File: src/hw/rtl/lhc_pkg.sv
// Package for the file-handle LRU cache: payload types, scan status type and FSM states.
package lhc_pkg;

  // Default geometry of the cache.
  localparam int unsigned DefSlots     = 8;
  localparam int unsigned DefStampBits = 32;

  // Widest slot index that the SLOTS range can need (up to 64 slots).
  localparam int unsigned IdxMaxW = 6;

  // Request kinds.
  localparam logic KindAcquire = 1'b0;
  localparam logic KindClear   = 1'b1;

  // One request beat.
  typedef struct packed {
    logic        kind;
    logic [31:0] file_key;
    logic        open_ok;
  } lhc_req_t;

  // One response beat.
  typedef struct packed {
    logic        hit;
    logic        found;
    logic [2:0]  slot;
    logic        evicted;
    logic [31:0] evicted_key;
  } lhc_rsp_t;

  // Outcome of a scan over all slots.
  typedef struct packed {
    logic               hit;
    logic [IdxMaxW-1:0] hit_idx;
    logic [IdxMaxW-1:0] vic_idx;
    logic               vic_empty;
    logic [31:0]        vic_key;
  } lhc_scan_t;

  // Controller states.
  typedef enum logic [1:0] {
    ST_IDLE,
    ST_SCAN,
    ST_UPDATE,
    ST_RESP
  } lhc_state_e;

endpackage

File: src/hw/rtl/lhc_mem.sv
// Single-port-write, single-port-read slot memory with registered read data.
module lhc_mem #(
  parameter int unsigned Depth = 8,
  parameter int unsigned AddrW = 3,
  parameter int unsigned Width = 64
) (
  input  logic             clk_i,
  input  logic             we_i,
  input  logic [AddrW-1:0] waddr_i,
  input  logic [Width-1:0] wdata_i,
  input  logic             re_i,
  input  logic [AddrW-1:0] raddr_i,
  output logic [Width-1:0] rdata_o
);

  logic [Width-1:0] mem_q [Depth];
  logic [Width-1:0] rdata_q;

  // Write port.
  always_ff @(posedge clk_i) begin
    if (we_i) begin
      mem_q[waddr_i] <= wdata_i;
    end
  end

  // Read port with registered read data.
  always_ff @(posedge clk_i) begin
    if (re_i) begin
      rdata_q <= mem_q[raddr_i];
    end
  end

  assign rdata_o = rdata_q;

endmodule

File: src/hw/rtl/lhc_scan.sv
// Scan unit: walks the slot read data in index order and tracks the hit and the victim.
module lhc_scan #(
  parameter int unsigned StampBits = lhc_pkg::DefStampBits,
  parameter int unsigned IdxW      = 3
) (
  input  logic                  clk_i,
  input  logic                  rst_ni,
  input  logic                  rd_vld_i,
  input  logic [IdxW-1:0]       rd_idx_i,
  input  logic                  slot_vld_i,
  input  logic [31:0]           rd_key_i,
  input  logic [StampBits-1:0]  rd_stamp_i,
  input  logic [31:0]           req_key_i,
  output lhc_pkg::lhc_scan_t    scan_o
);

  logic                 hit_q, hit_d;
  logic [IdxW-1:0]      hit_idx_q, hit_idx_d;
  logic [IdxW-1:0]      vic_idx_q, vic_idx_d;
  logic                 vic_empty_q, vic_empty_d;
  logic [31:0]          vic_key_q, vic_key_d;
  logic [StampBits-1:0] vic_stamp_q, vic_stamp_d;
  logic                 first;
  logic                 hit_cur;
  logic                 match;

  assign first   = (rd_idx_i == '0);
  assign hit_cur = first ? 1'b0 : hit_q;
  assign match   = slot_vld_i && (rd_key_i == req_key_i);

  // Hit and victim tracking; slot zero restarts the scan.
  always_comb begin
    hit_d       = hit_q;
    hit_idx_d   = hit_idx_q;
    vic_idx_d   = vic_idx_q;
    vic_empty_d = vic_empty_q;
    vic_key_d   = vic_key_q;
    vic_stamp_d = vic_stamp_q;
    if (rd_vld_i) begin
      hit_d = hit_cur || match;
      if (!hit_cur && match) begin
        hit_idx_d = rd_idx_i;
      end
      if (first) begin
        vic_idx_d   = '0;
        vic_empty_d = !slot_vld_i;
        vic_key_d   = rd_key_i;
        vic_stamp_d = rd_stamp_i;
      end else if (!slot_vld_i) begin
        // The highest-index empty slot wins.
        vic_idx_d   = rd_idx_i;
        vic_empty_d = 1'b1;
      end else if (!vic_empty_q && (rd_stamp_i < vic_stamp_q)) begin
        // Oldest stamp wins; ties keep the lower index.
        vic_idx_d   = rd_idx_i;
        vic_key_d   = rd_key_i;
        vic_stamp_d = rd_stamp_i;
      end
    end
  end

  // Control flags.
  always_ff @(posedge clk_i or negedge rst_ni) begin
    if (!rst_ni) begin
      hit_q       <= 1'b0;
      vic_empty_q <= 1'b0;
    end else begin
      hit_q       <= hit_d;
      vic_empty_q <= vic_empty_d;
    end
  end

  // Tracked indexes, key and stamp.
  always_ff @(posedge clk_i) begin
    hit_idx_q   <= hit_idx_d;
    vic_idx_q   <= vic_idx_d;
    vic_key_q   <= vic_key_d;
    vic_stamp_q <= vic_stamp_d;
  end

  assign scan_o.hit       = hit_q;
  assign scan_o.hit_idx   = lhc_pkg::IdxMaxW'(hit_idx_q);
  assign scan_o.vic_idx   = lhc_pkg::IdxMaxW'(vic_idx_q);
  assign scan_o.vic_empty = vic_empty_q;
  assign scan_o.vic_key   = vic_key_q;

endmodule

File: src/hw/rtl/lru_handle_cache_top.sv
// Top level of the file-handle LRU cache: controller, valid bits, use counter and output register.
//
// A fully associative cache of SLOTS entries keyed by a 32-bit file identifier.
// Request channel: in_valid_i / in_stall_o carry one lhc_req_t beat. An acquire
// looks the key up, refreshes its stamp on a hit, or replaces a victim on a miss
// (highest-index empty slot, else the oldest stamp). A clear empties all slots.
// Response channel: out_valid_o / out_stall_i carry one lhc_rsp_t beat per request.
// Keys and stamps live in one memory with a registered read; valid bits and the
// use counter are flip-flops.
// An acquire reads every slot in turn through the single memory read port in the
// scan state, writes the slot in the update state and loads the response register
// in the response state. A new request is taken only once the response register
// has been loaded, so a stalled receiver can hold it back.
// A clear takes effect at its request beat; its all-zero response is then loaded
// in the response state, and the next request is taken once it has been loaded.
// Reset clears all valid bits and the use counter; no memory sweep is needed.
// While the receiver stalls, the response register holds its beat and a new
// request may still be taken and processed up to its own response.
module lru_handle_cache_top #(
  parameter int unsigned SLOTS      = lhc_pkg::DefSlots,
  parameter int unsigned STAMP_BITS = lhc_pkg::DefStampBits
) (
  input  logic              clk_i,
  input  logic              rst_ni,
  input  logic              in_valid_i,
  output logic              in_stall_o,
  input  lhc_pkg::lhc_req_t in_req_i,
  output logic              out_valid_o,
  input  logic              out_stall_i,
  output lhc_pkg::lhc_rsp_t out_rsp_o
);

  localparam int unsigned IdxW  = (SLOTS > 1) ? $clog2(SLOTS) : 1;
  localparam int unsigned CntW  = $clog2(SLOTS + 1);
  localparam int unsigned DataW = 32 + STAMP_BITS;

  lhc_pkg::lhc_state_e state_q, state_d;
  logic [CntW-1:0]       cnt_q, cnt_d;
  logic                  rd_vld_q;
  logic [IdxW-1:0]       rd_idx_q;
  lhc_pkg::lhc_req_t     req_q;
  logic [SLOTS-1:0]      valid_q, valid_d;
  logic [STAMP_BITS-1:0] ctr_q, ctr_d;
  lhc_pkg::lhc_rsp_t     rsp_q, rsp_d;
  logic                  out_valid_q, out_valid_d;
  lhc_pkg::lhc_rsp_t     out_rsp_q;

  logic                  in_acc;
  logic                  rd_en;
  logic                  out_load;
  logic                  mem_we;
  logic [IdxW-1:0]       mem_waddr;
  logic [DataW-1:0]      mem_wdata;
  logic [DataW-1:0]      mem_rdata;
  logic [STAMP_BITS-1:0] ctr_inc;
  lhc_pkg::lhc_scan_t    scan;
  logic [IdxW-1:0]       hit_idx;
  logic [IdxW-1:0]       vic_idx;
  logic [IdxW+2:0]       slot_ext;

  assign in_stall_o = (state_q != lhc_pkg::ST_IDLE);
  assign in_acc     = in_valid_i && !in_stall_o;
  assign ctr_inc    = ctr_q + STAMP_BITS'(1);
  assign hit_idx    = scan.hit_idx[IdxW-1:0];
  assign vic_idx    = scan.vic_idx[IdxW-1:0];

  // Slot memory: key in the upper bits, stamp in the lower bits.
  lhc_mem #(
    .Depth (SLOTS),
    .AddrW (IdxW),
    .Width (DataW)
  ) u_mem (
    .clk_i   (clk_i),
    .we_i    (mem_we),
    .waddr_i (mem_waddr),
    .wdata_i (mem_wdata),
    .re_i    (rd_en),
    .raddr_i (cnt_q[IdxW-1:0]),
    .rdata_o (mem_rdata)
  );

  // Hit and victim search over the read data.
  lhc_scan #(
    .StampBits (STAMP_BITS),
    .IdxW      (IdxW)
  ) u_scan (
    .clk_i      (clk_i),
    .rst_ni     (rst_ni),
    .rd_vld_i   (rd_vld_q),
    .rd_idx_i   (rd_idx_q),
    .slot_vld_i (valid_q[rd_idx_q]),
    .rd_key_i   (mem_rdata[DataW-1:STAMP_BITS]),
    .rd_stamp_i (mem_rdata[STAMP_BITS-1:0]),
    .req_key_i  (req_q.file_key),
    .scan_o     (scan)
  );

  // Next state.
  always_comb begin
    state_d = state_q;
    case (state_q)
      lhc_pkg::ST_IDLE: begin
        if (in_acc) begin
          state_d = (in_req_i.kind == lhc_pkg::KindClear) ? lhc_pkg::ST_RESP
                                                          : lhc_pkg::ST_SCAN;
        end
      end
      lhc_pkg::ST_SCAN: begin
        if (cnt_q == CntW'(SLOTS)) begin
          state_d = lhc_pkg::ST_UPDATE;
        end
      end
      lhc_pkg::ST_UPDATE: begin
        state_d = lhc_pkg::ST_RESP;
      end
      lhc_pkg::ST_RESP: begin
        if (out_load) begin
          state_d = lhc_pkg::ST_IDLE;
        end
      end
      default: begin
        state_d = lhc_pkg::ST_IDLE;
      end
    endcase
  end

  // State outputs: memory access, valid bits, counter and response.
  always_comb begin
    cnt_d     = cnt_q;
    valid_d   = valid_q;
    ctr_d     = ctr_q;
    rsp_d     = rsp_q;
    rd_en     = 1'b0;
    mem_we    = 1'b0;
    mem_waddr = vic_idx;
    mem_wdata = {req_q.file_key, STAMP_BITS'(0)};
    out_load  = 1'b0;
    slot_ext  = '0;
    case (state_q)
      lhc_pkg::ST_IDLE: begin
        cnt_d = '0;
        if (in_acc && (in_req_i.kind == lhc_pkg::KindClear)) begin
          valid_d = '0;
          ctr_d   = '0;
          rsp_d   = '0;
        end
      end
      lhc_pkg::ST_SCAN: begin
        rd_en = (cnt_q < CntW'(SLOTS));
        if (rd_en) begin
          cnt_d = cnt_q + CntW'(1);
        end
      end
      lhc_pkg::ST_UPDATE: begin
        mem_we = 1'b1;
        rsp_d  = '0;
        if (scan.hit) begin
          // Refresh the stamp of the matching slot.
          mem_waddr   = hit_idx;
          mem_wdata   = {req_q.file_key, ctr_inc};
          ctr_d       = ctr_inc;
          slot_ext    = (IdxW + 3)'(hit_idx);
          rsp_d.hit   = 1'b1;
          rsp_d.found = 1'b1;
          rsp_d.slot  = slot_ext[2:0];
        end else begin
          // Replace the victim; it stays empty when the open fails.
          mem_waddr         = vic_idx;
          mem_wdata         = {req_q.file_key, req_q.open_ok ? ctr_inc : STAMP_BITS'(0)};
          valid_d[vic_idx]  = req_q.open_ok;
          if (req_q.open_ok) begin
            ctr_d = ctr_inc;
          end
          slot_ext          = (IdxW + 3)'(vic_idx);
          rsp_d.found       = req_q.open_ok;
          rsp_d.slot        = slot_ext[2:0];
          rsp_d.evicted     = !scan.vic_empty;
          rsp_d.evicted_key = scan.vic_empty ? 32'd0 : scan.vic_key;
        end
      end
      lhc_pkg::ST_RESP: begin
        out_load = !out_valid_q || !out_stall_i;
      end
      default: begin
        cnt_d = '0;
      end
    endcase
  end

  // Output register handshake.
  always_comb begin
    out_valid_d = out_valid_q;
    if (out_load) begin
      out_valid_d = 1'b1;
    end else if (out_valid_q && !out_stall_i) begin
      out_valid_d = 1'b0;
    end
  end

  // Control registers.
  always_ff @(posedge clk_i or negedge rst_ni) begin
    if (!rst_ni) begin
      state_q     <= lhc_pkg::ST_IDLE;
      cnt_q       <= '0;
      rd_vld_q    <= 1'b0;
      valid_q     <= '0;
      ctr_q       <= '0;
      out_valid_q <= 1'b0;
    end else begin
      state_q     <= state_d;
      cnt_q       <= cnt_d;
      rd_vld_q    <= rd_en;
      valid_q     <= valid_d;
      ctr_q       <= ctr_d;
      out_valid_q <= out_valid_d;
    end
  end

  // Payload registers.
  always_ff @(posedge clk_i) begin
    rd_idx_q <= cnt_q[IdxW-1:0];
    rsp_q    <= rsp_d;
    if (in_acc) begin
      req_q <= in_req_i;
    end
    if (out_load) begin
      out_rsp_q <= rsp_q;
    end
  end

  assign out_valid_o = out_valid_q;
  assign out_rsp_o   = out_rsp_q;

endmodule

File: config.mk
export PLATFORM = sky130hd
export DESIGN_NAME = lru_handle_cache_top
export DESIGN_NICKNAME = d
export VERILOG_FILES = /design/src/hw/rtl/lhc_pkg.sv /design/src/hw/rtl/lhc_mem.sv /design/src/hw/rtl/lhc_scan.sv /design/src/hw/rtl/lru_handle_cache_top.sv
export SDC_FILE = /design/constraint.sdc
export NUM_CORES = 1
export LEC_CHECK = 0
export ABC_AREA = 1
export BUFFER_PORTS_ARGS = -buffer_cell sky130_fd_sc_hd__buf_2
export CAP_MARGIN = 15
export CORE_MARGIN = 1
export CORE_UTILIZATION = 45
export DETAILED_ROUTE_END_ITERATION = 6
export GPL_TIMING_DRIVEN = 0
export PLACE_DENSITY = 0.57
export REMOVE_ABC_BUFFERS = 1
export SETUP_SLACK_MARGIN = 0.02
export SLEW_MARGIN = 20
export SYNTH_ARGS = -nofsm -noshare
export SYNTH_HDL_FRONTEND = slang
export SYNTH_SLANG_ARGS = --single-unit
File: constraint.sdc
create_clock -name clk_i -period 6.5 [get_ports clk_i]
set_clock_uncertainty 0.1 [all_clocks]
set_input_delay 1.3 -clock clk_i [delete_from_list [all_inputs] [get_ports clk_i]]
set_output_delay 1.3 -clock clk_i [all_outputs]
set_load 0.01 [all_outputs]
Yosys cells after proc, flatten, opt, wreduce, memory -nomap -nowiden
Memory sizes are Yosys's and may differ from the RTL's. A register that Yosys moved wholly into a read port is not among the register bits. Index checks and enable logic that the tools add are counted.

Memories: 1. Bits in writable memories: 512. Memory bits (read-only): 0. Input bits: 38. Word-level logic and storage cells: 127. Output and inout bits: 40. Register bits: 232. Latch bits: 0.

Memories: u_mem.mem_q (depth 8, bits a word 64, read ports 1, clocked after Yosys merged registers in 1, wr ports 1, RTL line lhc_mem.sv:16) `logic [Width-1:0] mem_q [Depth];`.

Reductions and logical operators: 32. Shift-type cells: 0. Bitwise logic cells: 0. Multiply operators: 0. Eq/ne operators: 14. $lt $le $gt $ge: 5. Div/mod/pow operators: 0. $add $sub $neg: 2. Muxes and demuxes: 48.

Operators by type and width (count): $mux W32 (13); $pmux W38 S2 (1); $pmux W32 S2 (1); $mux W38 (1); $mux W33 (1); $add A32 B1 Y32 const B (1); $eq A32 B32 Y1 (1); $lt A32 B32 Y1 (1); $mux W8 (2); $pmux W8 S2 (1); $ne A2 B2 Y1 const B (7); $mux W1 (13); $mux W3 (4); $reduce_and A3 Y1 (4); $reduce_bool A2 Y1 (6); $reduce_and A2 Y1 (5); $bwmux W8 (1); $lt A3 B4 Y1 const B (2); $mux W2 (4); $mux W4 (2); $pmux W2 S4 (1); $pmux W4 S2 (1); $logic_and A1 B1 Y1 (7); $logic_not A1 Y1 (6); other kinds (13) (15).

Logic depth before layout (Yosys ltp)
Word-level depth: 7. Gate-level depth with buffers: 13. Gate-level depth less buffers: 13.

Cells and area by module
A second synthesis with hierarchy kept.

Cells, all modules: 3317. Area, all modules: 34914.7 µm².

By module, submodules not included: lhc_mem (area an instance 24298.3 µm², instances 1, cells an instance 2294, sequential area each 17296.6 µm²); lru_handle_cache_top (area an instance 7008.0 µm², instances 1, cells an instance 700, sequential area each 4534.3 µm²); lhc_scan (area an instance 3608.5 µm², instances 1, cells an instance 323, sequential area each 2152.1 µm²).

Worst setup path after synthesis
Ideal clock, no wire load.

Path type: register to register. From: reg u_mem.rdata_q[29], in the netlist u_mem.rdata_o[29], read port of u_mem.mem_q. To: reg u_scan.vic_key_q[0] (enable). Buffers on the path: 0. Setup time: 507 ps. Cell stages (with the launch flop): 9. Period minus slack after synthesis: 4923 ps. Required time: 5893 ps. Data arrival time: 4317 ps. Setup slack: 1577 ps. Path through: edfxtp_1 -> ha_1 -> a21oi_1 -> nor2_1 -> o21ai_0 -> nand3_1 -> nor2_1 -> nand2_1 -> a21oi_1.

Longest elaborated chain between the ends: 4.

RTL lines: start, declared (RTL line lhc_mem.sv:17) `logic [Width-1:0] rdata_q;`; $lt A32 B32 Y1 (RTL line lhc_scan.sv:53) `end else if (!vic_empty_q && (rd_stamp_i < vic_stamp_q)) begin`; $logic_and A1 B1 Y1 (RTL line lhc_scan.sv:53); $reduce_bool A2 Y1 (no source line); $reduce_and A3 Y1 (no source line); end signal, assigned (RTL line lhc_scan.sv:77) `vic_key_q <= vic_key_d;`; end, declared (RTL line lhc_scan.sv:21) `logic [31:0] vic_key_q, vic_key_d;`.

Every way passes these cells. A chain may end at the register's enable or synchronous reset.

Worst setup path after layout
From: reg state_q[0]. To: mem u_mem.mem_q[0][27] (enable).

Longest elaborated chain between the ends: 4. Elaborated cells on any way between the ends: 5. Those cells by class: eq/ne: 1; mux: 4.

RTL lines: start, declared (RTL line lru_handle_cache_top.sv:37) `lhc_pkg::lhc_state_e state_q, state_d;`; start signal, assigned (RTL line lru_handle_cache_top.sv:203) `state_q <= lhc_pkg::ST_IDLE;`; start signal, assigned (RTL line lru_handle_cache_top.sv:210) `state_q <= state_d;`; $eq A2 B2 Y1 * (RTL line lru_handle_cache_top.sv:139) `case (state_q)`; $mux W1 (RTL line lru_handle_cache_top.sv:139); $mux W1 (RTL line lhc_mem.sv:21) `if (we_i) begin`; $mux W1 (implied by the code) (RTL line lhc_mem.sv:22) `mem_q[waddr_i] <= wdata_i;`; end, declared (RTL line lhc_mem.sv:16).

Every way passes the cells marked *; elsewhere a longest branch is shown, timed or not.

==> flow_metrics.tcl <==
set metrics [dict create \
    yosysMostFrequentCell "edfxtp_1" \
    fill_cells 5846 \
    seq_area_frac_synth_pct 75.1 \
    postSynthCellCount 2454 \
    netlist.area_leader.share_pct 71.0 \
    grt_max_degree 138 \
    final.min_clock_period_ns 3.42 \
    cts.sinks 808 \
    relSlewSlack_pct 36.3 \
    vias_per_cell 5.33 \
    post_cts_buffers 0 \
    max_slew.worst_pin.slew_ns 0.955 \
    core_um2 70100 \
    cp_num_buf_inv 6 \
    max_stage_delay_ns 0.61 \
    max_freq_mhz 292 \
    netlist_top_cells_count "edfxtp_1 (755), nor2_1 (564), o21ai_0 (288)" \
    critPathMaxFanout 15 \
    fin_crit_sh_pct 52.6 \
    antennaDiodeCount 0 \
    firstDrtPassIters 5 \
    synthArstFlopShare_pct 6.19 \
    globalRouteOverflowTotal 0 \
    synth_edf_count 755 \
    p_total_w 0.0167 \
    initialDrtViolationCount 1378 \
    cp.required_ns 6.70 \
    critical_path_arrival_ns 3.62 \
    grt_pass1_wl_mm 108 \
    clk_pin_slew_ns 0.06 \
    drtAntennaViolNets 0 \
    rows 97 \
    cp-end-kind "flop" \
    routedWlPerCell_um 19.9 \
    rsz0062_at_grt "false" \
    cts_buffer_depth 3 \
    setup_slack_ns 3.08 \
    multiInputGateArea_um2 6880 \
    hp-class "reg2reg" \
    cts_resized 0 \
    fin_area_um2 37200 \
    synth.distinct_cells 44 \
    grt_usage_pct 19.9 \
    path_class "reg2reg" \
    setup_viol 0 \
    holdWs_ns 0.319 \
    route.detailed.drc 0 \
    ioPinCount 78 \
    critical-path-top-delay-family "buffers and inverters" \
    maxCapViolCount 0 \
    grt_pass1_vias 18900 \
    yosysTopAreaCell "edfxtp_1" \
    p_leak_nw 13.1 \
    cts_max_level 3 \
    antenna_found_initial 1 \
    nNetsFinal 2636 \
    power_density_nw_per_um2 450 \
    worstPathCellList "inv_1 > ha_1 > nand2_1 > inv_1 > o21ai_0 > inv_1 > nand2_1 > nor2_4 > buf_16 > buf_16 > buf_16" \
    vias 19000 \
    peakVddDrop_mv 0.275 \
    place_ws_ns 3.10 \
    insertion_delay_ns 0.63 \
    totalWireLength_mm 70.9 \
    place_hpwl_mm 43.6 \
    outcome "completed" \
    die_w_um 268 \
    cts-buffers-inserted 83 \
    gp_congestion 0.862 \
    ys_seq_elements 808 \
    clockRootBuffer "clkbuf_16" \
    postCtsHoldBufs 0 \
    ys.flop_type "edfxtp_1" \
    slew_viol_final 0 \
    start_util_pct 45.5 \
    yosysWarnings 0 \
    syn2layout_area_growth_pct 16.4 \
    cp_slowest_cell "ha_1" \
    port_buffers 77 \
    startpoint_type "flop" \
    syn_area_um2 31900 \
    dpl_cell_area_um2 34400 \
    drive_gt1_share_pct 12.3 \
    finalHoldViolCount 0 \
    netlist_top_cells_area "edfxtp_1 (71%), nor2_1 (6.6%), o21ai_0 (4.5%)" \
    seqCellArea_um2 24000 \
    syn_avg_cell_area_um2 13.0 \
    dieHeight_um 268 \
    cts_tree "built" \
    dieArea_um2 72000 \
]
==> path summary, 6_finish.rpt <==
path / to / from / slack, ns / cells after the start
max: u_mem.mem_q[0][27]$_DFFE_PP_ / state_q[0]$_DFFE_PN0P_ / 3.08 / 11
max in group asynchronous: cnt_q[0]$_DFFE_PN0P_ / rst_ni / 5.08 / 1
max reg2reg: u_mem.mem_q[0][27]$_DFFE_PP_ / state_q[0]$_DFFE_PN0P_ / 3.08 / 11
min: out_rsp_o[6]$_DFFE_PP_ / rsp_q[6]$_SDFFCE_PP0P_ / 0.32 / 0
min in group asynchronous: ctr_q[26]$_DFFE_PN0P_ / rst_ni / 0.64 / 1
min reg2reg: out_rsp_o[6]$_DFFE_PP_ / rsp_q[6]$_SDFFCE_PP0P_ / 0.32 / 0
==> cell usage in the layout (no fill, tap or decap), types with 16 or more instances in the layout <==
cell type,synthesis,final
clkinv_2,1,21
inv_1,157,153
nand3_1,30,30
buf_2,20,76
clkbuf_16,0,87
xor2_1,27,27
a21oi_1,30,28
a31oi_1,65,65
o22ai_1,92,92
nand2_1,145,145
buf_12,0,23
edfxtp_1,755,755
nor2_1,564,555
clkbuf_1,63,16
ha_1,38,38
dfrtp_1,50,48
o21ai_0,288,288
buf_16,0,32
==> metal layers <==
metal,global-route usage [%],routed length [µm]
met1,26.5,30900
met5,0,0
met2,33.0,34200
met3,3.56,3910
met4,6.89,1960
==> worst reg2reg max path, delay by kind of cell (launching register included) <==
| family | cells | cell delay, ns |
|---|---|---|
| buffers and inverters | 6 | 0.99 |
| AO/OA/AOI/OAI | 1 | 0.15 |
| flip-flops | 1 | 0.41 |
| adder cells (fa/ha/maj) | 1 | 0.61 |
| AND/OR/NAND/NOR | 3 | 0.82 |
==> state kept, by name (all words and copies together) (netlist names) <==
| name | flops |
|---|---|
| u_scan.vic_empty_q | 1 |
| u_scan.hit_q | 1 |
| u_scan.hit_idx_q | 3 |
| u_mem.rdata_o | 64 |
| req_q | 33 |
| rsp_q | 38 |
| rd_vld_q | 1 |
| state_q | 2 |
| u_scan.vic_idx_q | 3 |
| out_valid_o | 1 |
| cnt_q | 4 |
| u_scan.vic_key_q | 32 |
| out_rsp_o | 38 |
| u_mem.mem_q | 512 |
| rd_idx_q | 3 |
| valid_q | 8 |
| u_scan.vic_stamp_q | 32 |
| ctr_q | 32 |
==> area by class of cell <==
class / count / area share (%)
well taps: 940 / 3.16
repair buffers: 133 / 4.69
multi-input cells: 1368 / 18.5
inverters: 166 / 1.74
clock buffers: 107 / 6.17
clock inverters: 46 / 1.17
flip-flops and latches: 808 / 64.5
==> where the power goes <==
group          switching (W)  internal [W]  total [W]
Sequential          0.000472       0.00718    0.00765
Combinational        0.00289       0.00146    0.00435
Clock                0.00192       0.00281    0.00472
Total                0.00528        0.0114     0.0167
==> metrics by stage <==
step                      utilization (%)  instances  setup TNS (ns)
final                                53.0       3568               0
after global routing                 53.0       3568               0
after CTS                            53.0       3568               0
after detailed placement             49.1       3415               0
after global placement               47.0       3359        -1909.86
after floorplan                         -       2342         -121.54
==> cell families (layout without fill, tap and decap cells) <==
family	Yosys count	in the layout	synth area share [%]
simple gates	798	798	10.2
flops	808	808	75.1
compound gates	497	497	8.66
fa+ha+maj	38	38	1.49
xor+xnor	35	35	0.960
buf+inv	278	452	3.62
(Power assumes the default switching activity.)
